`config.mk`:
```
export PLATFORM = sky130hd
export DESIGN_NAME = lmt_csr
export DESIGN_NICKNAME = d
export VERILOG_FILES = /design/src/rtl/lmt_pkg.sv /design/src/rtl/lmt_csr.sv
export SDC_FILE = /design/constraint.sdc
export NUM_CORES = 1
export LEC_CHECK = 0
export ABC_AREA = 1
export BUFFER_PORTS_ARGS = -buffer_cell sky130_fd_sc_hd__buf_4
export CORE_ASPECT_RATIO = 1.4
export CORE_MARGIN = 2
export CORE_UTILIZATION = 42
export CTS_BUF_LIST = sky130_fd_sc_hd__clkbuf_2 sky130_fd_sc_hd__clkbuf_4 sky130_fd_sc_hd__clkbuf_8
export DETAILED_ROUTE_END_ITERATION = 16
export PLACE_DENSITY = 0.91
export SLEW_MARGIN = 20
export SYNTH_ARGS = -nofsm -noshare
export SYNTH_HDL_FRONTEND = slang
export SYNTH_SLANG_ARGS = --single-unit
export TNS_END_PERCENT = 100
```
`constraint.sdc`:
```
create_clock -name clock -period 0.95 [get_ports clock]
set_input_delay 0.0475 -clock clock [delete_from_list [all_inputs] [get_ports clock]]
set_output_delay 0.0475 -clock clock [all_outputs]
set_load 0.005 [all_outputs]
```
`src/rtl/lmt_pkg.sv`:
```
// ----------------------------------------------------------------------------
// lmt_pkg
// Shared types and constants of the local mean threshold block: register map,
// register widths and the control word that travels with a pixel beat.
// ----------------------------------------------------------------------------
`default_nettype none

package lmt_pkg;

   // configuration port geometry
   localparam int CSR_ADDR_W = 3;
   localparam int CSR_DATA_W = 32;

   // register map, as register indexes (byte address = 4 * index)
   localparam logic [0:0] REG_SIDE_LENGTH = 1'b0;

   // side_length register
   localparam int SIDE_W     = 13;
   localparam int SIDE_RESET = 2000;

   // control word carried with a beat from the input stage to the window stage
   typedef struct packed {
      logic emit;    // beat produces a result
      logic drain;   // frame pixels all in; beat carries no pixel
   } lmt_ctl_type;

endpackage

`default_nettype wire

```
`src/rtl/lmt_csr.sv`:
```
// ----------------------------------------------------------------------------
// lmt_csr
// APB-style register port. Holds side_length, clamps it to the supported
// image side and pulses a frame restart on every write of the register.
// ----------------------------------------------------------------------------
`default_nettype none

module lmt_csr #(
   parameter int MAX_SIDE = 4096
) (
   input  wire logic                               clock,
   input  wire logic                               reset,
   input  wire logic                               csr_psel,
   input  wire logic                               csr_penable,
   input  wire logic                               csr_pwrite,
   input  wire logic [lmt_pkg::CSR_ADDR_W-1:0]     csr_paddr,
   input  wire logic [lmt_pkg::CSR_DATA_W-1:0]     csr_pwdata,
   output      logic [lmt_pkg::CSR_DATA_W-1:0]     csr_prdata,
   output      logic                               csr_pready,
   output      logic [$clog2(MAX_SIDE+1)-1:0]      side_n,
   output      logic                               restart
);

   import lmt_pkg::*;

   localparam int N_W     = $clog2(MAX_SIDE + 1);
   localparam int N_RESET = (SIDE_RESET > MAX_SIDE) ? MAX_SIDE : SIDE_RESET;

   logic              sel_side;
   logic              wr_side;
   logic [SIDE_W-1:0] side_ff;
   logic [SIDE_W-1:0] side_in;
   logic [N_W-1:0]    n_ff;
   logic [N_W-1:0]    n_in;

   // decode a completed write to side_length
   assign sel_side = (csr_paddr[2] == REG_SIDE_LENGTH);
   assign wr_side  = csr_psel && csr_penable && csr_pwrite && csr_pready && sel_side;

   // clamp the written side to 1..MAX_SIDE
   always_comb begin
      side_in = csr_pwdata[SIDE_W-1:0];
      if (side_in == '0) begin
         n_in = N_W'(1);
      end else if (32'(side_in) > MAX_SIDE) begin
         n_in = N_W'(MAX_SIDE);
      end else begin
         n_in = N_W'(side_in);
      end
   end

   always_ff @(posedge clock) begin
      if (reset) begin
         side_ff <= SIDE_W'(SIDE_RESET);
         n_ff    <= N_W'(N_RESET);
      end else if (wr_side) begin
         side_ff <= side_in;
         n_ff    <= n_in;
      end
   end

   assign csr_pready = 1'b1;
   assign csr_prdata = sel_side ? CSR_DATA_W'(side_ff) : '0;
   assign side_n     = n_ff;
   assign restart    = wr_side;

endmodule

`default_nettype wire

```
==> results of run 1 <==
[sequential cells by signal, indices dropped and copies added, names as in the netlist]
| register | count |
|---|---|
| side_ff | 13 |
| side_n | 13 |
[cells in the mapped netlist]
| library cell | count |
|---|---|
| a21oi_1 | 20 |
| buf_2 | 2 |
| nor2_1 | 20 |
| o21ai_0 | 2 |
| nand2_4 | 1 |
| o211ai_1 | 6 |
| conb_1 | 2 |
| nand3_1 | 11 |
| buf_6 | 1 |
| clkbuf_1 | 2 |
| dfxtp_1 | 26 |
| o21ai_1 | 1 |
| nor2_2 | 1 |
| nand2_1 | 34 |
| nand2_2 | 1 |
| nor2_4 | 1 |
| inv_4 | 1 |
| inv_1 | 16 |
| buf_4 | 22 |
[report_power, final]
| part | total [mW] | switching [mW] | internal [mW] |
|---|---|---|---|
| clock | 0.691 | 0.321 | 0.369 |
| sequential | 1.13 | 0.0119 | 1.12 |
| combinational | 0.282 | 0.148 | 0.134 |
[final cells by class]
class / instances / share of cell area, %
Multi-Input combinational cell: 118 / 32.8
Clock buffer: 4 / 3.41
Sequential cell: 26 / 32.8
Tap cell: 37 / 2.87
Inverter: 17 / 4.11
Timing Repair Buffer: 50 / 24.0
[repair_timing]
item,in CTS,in global routing
endpoints found under the setup margin,0,8
resized for setup,0,8
hold endpoints to repair,0,0
[cells by family after synthesis]
kind of cell / count (synthesis) / share of synthesized area [%]
flops: 26 / 41.9
simple gates: 69 / 23.6
compound gates: 29 / 12.9
buf+inv: 44 / 21.0
other cells: 2 / 0.605
[worst paths after layout]
| check | depth (start not counted) | from | to | slack, ns |
|---|---|---|---|---|
| worst max-delay path | 3 | side_ff[9] | csr_prdata[9] | 0.06 |
| worst min-delay path | 2 | csr_pwdata[12] | side_n[10] | 0.01 |
| worst max register to register | 2 | side_ff[0] | side_ff[0] | 0.30 |
| worst min register to register | 2 | side_ff[1] | side_ff[1] | 0.46 |
[metal layers]
layer	track usage, %	up-vias	routed length (um)
met4	7.29	0	23
met5	0	-	0
met1	18.1	514	1090
met2	32.5	54	1420
li1	-	583	-
met3	2.62	2	187
[worst register-to-register path, cell delays in order, from the launching register on]
cell     delay, ns
dfxtp_1       0.32
o21ai_0       0.17
a21oi_1       0.05
[metrics by stage]
stage | TNS [ns] | hold WS, ns | setup WS, ns | instance area (um2) | instances
final | 0 | 0.0146 | 0.0579 | 1620 | 252
after global routing | -0.0126 | 0.0163 | -0.0113 | 1620 | 252
after CTS | 0 | 0.00714 | 0.0310 | 1600 | 252
after detailed placement | -0.117 | 0.292 | -0.0251 | 1550 | 248
after global placement | -0.162 | 0.287 | -0.0323 | 1550 | 248
after floorplan | 0 | 0.126 | 0.175 | 1310 | 188
==> out/summary.txt, run 1 <==
Leak: 0.748 nW
unrepaired setup endpoints after global routing: true
H-tree levels: 1
final hold viol count: 0
# setup viols final: 0
worst hold-check path type: in2reg
Multi-input gate area: 531 um2
CTS Root Cell: clkbuf_8
Worst-Skew Late Latency: 0.26 ns
CTS Buf Count: 3
crit path max fanout: 2
most frequent cells in the layout: buf_4, nand2_1, a21oi_1, conb_1
layout cells sized above 1: 31.2%
Nets: 256
Clock transition at path regs: 0.08 ns
largest net degree at the start of global routing: 21
Cell variety after synth: 19
Fillers: 281
final worst path period share: 93.9%
# diodes: 0
post-synth design cell area: 1240 um2
Synth area leader: dfxtp_1
TritonCTS clock tree: done
routability cong.: 0.812
# IOs: 87
Initial DRC Count: 30
first-pass GRT wire length: 4.44 mm
CP required: 0.90 ns
die width: 49.9 um
Layout area overhead: 30.1%
shortest period the worst path allows: 0.892 ns
Total GRT Usage: 16.9%
status: finished clean
initial core utilization: 43.6%
Mapped Avg Cell Area: 7.30 um2
register bit total from synthesis: 26
Startpoint Class: flop
Core Area: 2850 um2
CP Cell Sequence: inv_1 > nor2_1 > buf_4
Reg area: 529 um2
Sink Count: 26
Detailed Route WL: 2.72 mm
drt drc: 0
Area contributors post-synth: dfxtp_1, buf_4, nand2_1
Setup crit end kind: output pin
deepest clock path buffer count: 2
Slew Viols, Final: 0
vias per cell: 4.58
die height: 68.3 um
slowest stage delay, CP: 0.32 ns
grt total ovfl: 0
Seq/Total Area, Yosys: 41.9%
Detail Route Antenna Nets: 0
Hold Buf Count CTS: 0
final core occ: 56.7%
pwr/cell area: 1300 nW/um2
wire length per cell: 10.8 um
synthesized instance count: 170
die footprint: 3410 um2
vias in the first global route: 1035
max cap viols: 0
CP Data Arrival Time: 0.84 ns
Yosys top cell area share: 41.9%
yosys warns: 0
Slowest cell on crit path: dfxtp_2
Design Power: 2.10 mW
delay-heaviest family, CP: flip-flops
WP buf/inv: 2
DRT Pass-1 Iters: 4
initial antenna violation count: 0
routed via count: 1153
VDD IR max: 0.920 mV
leading cell type in the layout, fill and taps excluded: buf_4
row count: 23
WS Path Type: reg2out
Post-CTS Setup Bufs: 0
Buffers on Ports: 45
post-DP HPWL: 2.10 mm
Worst Skew: 0 ns
Max Freq: 1120 MHz
No activity file was read; power rests on OpenSTA's default activity.
==> inputs of run 2 (changes only) <==
--- a/config.mk
+++ b/config.mk
@@ -12,7 +12,7 @@
 export CORE_UTILIZATION = 42
 export CTS_BUF_LIST = sky130_fd_sc_hd__clkbuf_2 sky130_fd_sc_hd__clkbuf_4 sky130_fd_sc_hd__clkbuf_8
 export DETAILED_ROUTE_END_ITERATION = 16
-export PLACE_DENSITY = 0.91
+export PLACE_DENSITY = 0.89
 export SLEW_MARGIN = 20
 export SYNTH_ARGS = -nofsm -noshare
 export SYNTH_HDL_FRONTEND = slang
==> out/summary.txt, run 2 (same netlist as run 1, synthesis figures left out) <==
Worst Skew: 0 ns
DRT Pass-1 Iters: 4
switching power: 0.491 mW
routed via count: 1140
reg2reg start: side_ff[0]
power share of the combinational group: 13.3%
largest net degree at the start of global routing: 21
Buffers on Ports: 45
worst r2r dst: side_ff[0]
Core Area: 2850 um2
Slowest cell on crit path: dfxtp_1
post-DP HPWL: 2.05 mm
Worst-Skew Late Latency: 0.26 ns
layout cells sized above 1: 29.2%
# setup viols final: 0
pwr/cell area: 1310 nW/um2
P_int: 1.62 mW
Sequential Power Share: 53.5%
CP required: 0.90 ns
vias per cell: 4.51
WS Path Type: reg2out
Fillers: 300
Multi-input gate area: 531 um2
Max Freq: 1120 MHz
CP Cell Sequence: inv_1 > nor2_1 > buf_4
CP Data Arrival Time: 0.85 ns
row count: 23
unrepaired setup endpoints after global routing: false
# diodes: 0
Clk pwr share: 33.3%
Fin Setup TNS: 0 ns
Setup WS post-layout: 0.0573 ns
CTS Buf Count: 3
TritonCTS clock tree: done
wire length per cell: 10.4 um
Startpoint Class: flop
initial core utilization: 43.6%
die footprint: 3410 um2
Slew Viols, Final: 0
Sw Ratio: 23.2%
die width: 49.9 um
H-tree levels: 1
shortest period the worst path allows: 0.893 ns
Reg2Reg Depth: 2
Total GRT Usage: 16.6%
crit path max fanout: 2
slowest stage delay, CP: 0.32 ns
Layout area overhead: 30.2%
Initial DRC Count: 25
max cap viols: 0
Leak: 0.753 nW
Worst Setup SP: side_ff[7]
Detail Route Antenna Nets: 0
worst hold-check path type: in2reg
drt drc: 0
Clock transition at path regs: 0.09 ns
initial antenna violation count: 0
first-pass GRT wire length: 4.40 mm
routability cong.: 0.788
# IOs: 87
R2R setup slack: 0.31 ns
VDD IR max: 0.904 mV
Reg area: 523 um2
CTS Root Cell: clkbuf_8
Sink Count: 26
most frequent cells in the layout: buf_4, nand2_1, dfxtp_1
worst slack, placed: -0.0179 ns
Detailed Route WL: 2.64 mm
leading cell type in the layout, fill and taps excluded: buf_4
final worst path period share: 94.0%
Setup crit end kind: output pin
Nets: 257
worst setup path end: csr_prdata[7]
deepest clock path buffer count: 2
HP Start: csr_pwdata[12]
die height: 68.3 um
vias in the first global route: 1082
status: finished clean
grt total ovfl: 0
final hold viol count: 0
run 2: cell types whose count changed in the layout (fill, tap and decap cells not counted):
cell / previous run / this run
dfxtp_1: 19 / 24
dfxtp_2: 7 / 2
buf_4: 49 / 50
run 2: metrics by stage:
step                instance area [um2]  utilization (%)  std cells  hold slack [ns]  power [mW]
floorplan                          1310                -        188            0.126        1.34
global placement                   1560             54.6        249            0.287        1.43
detailed placement                 1560             54.6        249            0.292        1.44
CTS                                1610             56.6        253          0.00583        2.12
global route                       1620             56.7        253           0.0318        2.20
finish                             1620             56.7        253           0.0106        2.11
run 2: worst min-delay path by stage:
stage / depth (start not counted) / slack, ns / end
6_report: 2 / 0.01 / side_n[10]
5_1_grt: 2 / 0.03 / side_n[10]
4_1_cts: 2 / 0.006 / side_n[10]
3_5_place_dp: 2 / 0.29 / side_n[10]
3_3_place_gp: 2 / 0.29 / side_n[10]
2_1_floorplan: 1 / 0.13 / csr_prdata[0]
run 2: cell type report:
cell class	instances	share of cell area, %
inverters	17	4.10
clock buffers	4	3.41
multi-input cells	118	32.8
flip-flops and latches	26	32.4
repair buffers	51	24.5
well taps	37	2.86
run 2: routing by layer:
metal	GRT usage, %	wire [um]	vias to the layer above
li1	-	-	583
met1	17.4	1050	508
met2	33.5	1390	47
met3	2.62	179	2
met4	5.21	17	0
met5	0	0	-
run 2: worst max-delay path: cells and delay by family (launching register included):
family                 cells  cell delay (ns)
DFF                        1             0.32
and+or+nand+nor            1             0.09
buffers and inverters      2             0.17
run 2: power groups by stage:
stage               Sequential, mW  Combinational (mW)  Clock [mW]
global placement              1.15               0.276           0
finish                        1.13               0.280       0.703
CTS                           1.13               0.282       0.712
floorplan                     1.15               0.181           0
detailed placement            1.16               0.281           0
global route                  1.13               0.317       0.754
run 2: what timing repair did:
item / 4_1_cts / 5_1_grt
hold endpoints to repair: 0 / 0
hold buffers: 0 / 0
buffers inserted: 0 / 0
setup endpoints to repair: 0 / 3
resized for setup: 0 / 3
==> inputs of run 3 (changes only) <==
--- a/config.mk
+++ b/config.mk
@@ -12,7 +12,7 @@
 export CORE_UTILIZATION = 42
 export CTS_BUF_LIST = sky130_fd_sc_hd__clkbuf_2 sky130_fd_sc_hd__clkbuf_4 sky130_fd_sc_hd__clkbuf_8
 export DETAILED_ROUTE_END_ITERATION = 16
-export PLACE_DENSITY = 0.89
+export PLACE_DENSITY = 0.82
 export SLEW_MARGIN = 20
 export SYNTH_ARGS = -nofsm -noshare
 export SYNTH_HDL_FRONTEND = slang
==> out/summary.txt, run 3 (same netlist as run 1, synthesis figures left out) <==
status: finished clean
Sink Count: 26
# diodes: 0
Hold Buf Count CTS: 0
vias per cell: 4.50
# IOs: 87
shortest period the worst path allows: 0.890 ns
drt drc: 0
Layout area overhead: 28.7%
Setup crit end kind: output pin
first-pass GRT wire length: 4.27 mm
row count: 23
CTS Buf Count: 3
Initial DRC Count: 29
TritonCTS clock tree: done
crit path max fanout: 2
H-tree levels: 1
final worst path period share: 93.7%
Fillers: 291
pwr/cell area: 1250 nW/um2
initial antenna violation count: 0
DRT Pass-1 Iters: 4
Max Freq: 1120 MHz
CP required: 0.90 ns
vias in the first global route: 1009
Multi-input gate area: 528 um2
# setup viols final: 0
routability cong.: 0.764
CTS Root Cell: clkbuf_8
Detail Route Antenna Nets: 0
Buffers on Ports: 45
post-DP HPWL: 2.02 mm
most frequent cells in the layout: buf_4, nand2_1, dfxtp_1
leading cell type in the layout, fill and taps excluded: buf_4
CP Data Arrival Time: 0.84 ns
Worst Skew: 0 ns
Design Power: 2.00 mW
die footprint: 3410 um2
grt total ovfl: 0
WS Path Type: reg2out
max cap viols: 0
layout cells sized above 1: 29.6%
Core Area: 2850 um2
Nets: 258
Detailed Route WL: 2.63 mm
final hold viol count: 0
Slew Viols, Final: 0
Cell Area, Placed: 1550 um2
unrepaired setup endpoints after global routing: true
Leak: 0.747 nW
finished layout cell area: 1600 um2
worst hold-check path type: in2reg
fin cells: 253
placed cells: 250
VDD IR max: 0.804 mV
Clock transition at path regs: 0.09 ns
routed via count: 1138
die height: 68.3 um
deepest clock path buffer count: 2
Worst-Skew Late Latency: 0.26 ns
Total GRT Usage: 16.2%
wire length per cell: 10.4 um
die width: 49.9 um
largest net degree at the start of global routing: 21
initial core utilization: 43.6%
Reg area: 526 um2
Startpoint Class: flop
-- run 3: cell types whose count changed in the layout (fill, tap and decap cells not counted) --
cell,delta
buf_4,+2
dfxtp_1,-2
dfxtp_2,+2
buf_12,-1
clkbuf_8,-1
nor2_1,+1
nor2_2,-1
-- run 3: per-stage QoR --
step	TNS (ns)	utilization (%)	hold WS [ns]	setup WS [ns]
after global placement	-0.153	54.5	0.287	-0.0331
after CTS	0	55.9	0.00789	0.0511
after detailed placement	-0.218	54.5	0.288	-0.0420
after floorplan	0	-	0.126	0.175
final	0	56.1	0.0101	0.0600
after global routing	-0.000559	56.1	0.0105	-0.000559
-- run 3: final cells by class --
cell class	count	share of cell area, %
Clock buffer	3	2.58
Inverter	17	4.15
Multi-Input combinational cell	118	33.0
Sequential cell	26	32.9
Tap cell	37	2.90
Timing Repair Buffer	52	24.4
-- run 3: what timing repair did --
action / in CTS / in global routing
setup buffers: 0 / 0
resized for setup: 0 / 4
setup endpoints to repair: 0 / 4
-- run 3: layer usage --
metal  global-route usage (%)  up-vias  part of all wire (%)
met4                     6.25        0                  0.87
met3                     2.40        2                   6.9
met2                     32.2       46                    51
met1                     17.0      503                    41
met5                        0        -                     0
li1                         -      587                     -
-- run 3: worst max-delay path, stage by stage, from the launching register on --
cell and delay (ns):
dfxtp_1 0.33, inv_1 0.05, nor2_1 0.09, buf_4 0.12
-- run 3: final timing paths --
path / start / endpoint / cells after the start / slack [ns]
worst max-delay path: side_ff[4] / csr_prdata[4] / 3 / 0.06
worst min-delay path: csr_pwdata[12] / side_n[10] / 2 / 0.01
worst max register to register: side_ff[0] / side_ff[0] / 2 / 0.30
worst min register to register: side_ff[12] / side_ff[12] / 2 / 0.46
-- run 3: power by group --
part           internal (mW)  leakage [nW]  switching [mW]  total, mW
Combinational          0.135         0.514           0.144      0.279
Sequential              1.12         0.212          0.0121       1.13
Clock                  0.283        0.0216           0.307      0.590
Total                   1.54         0.747           0.464       2.00
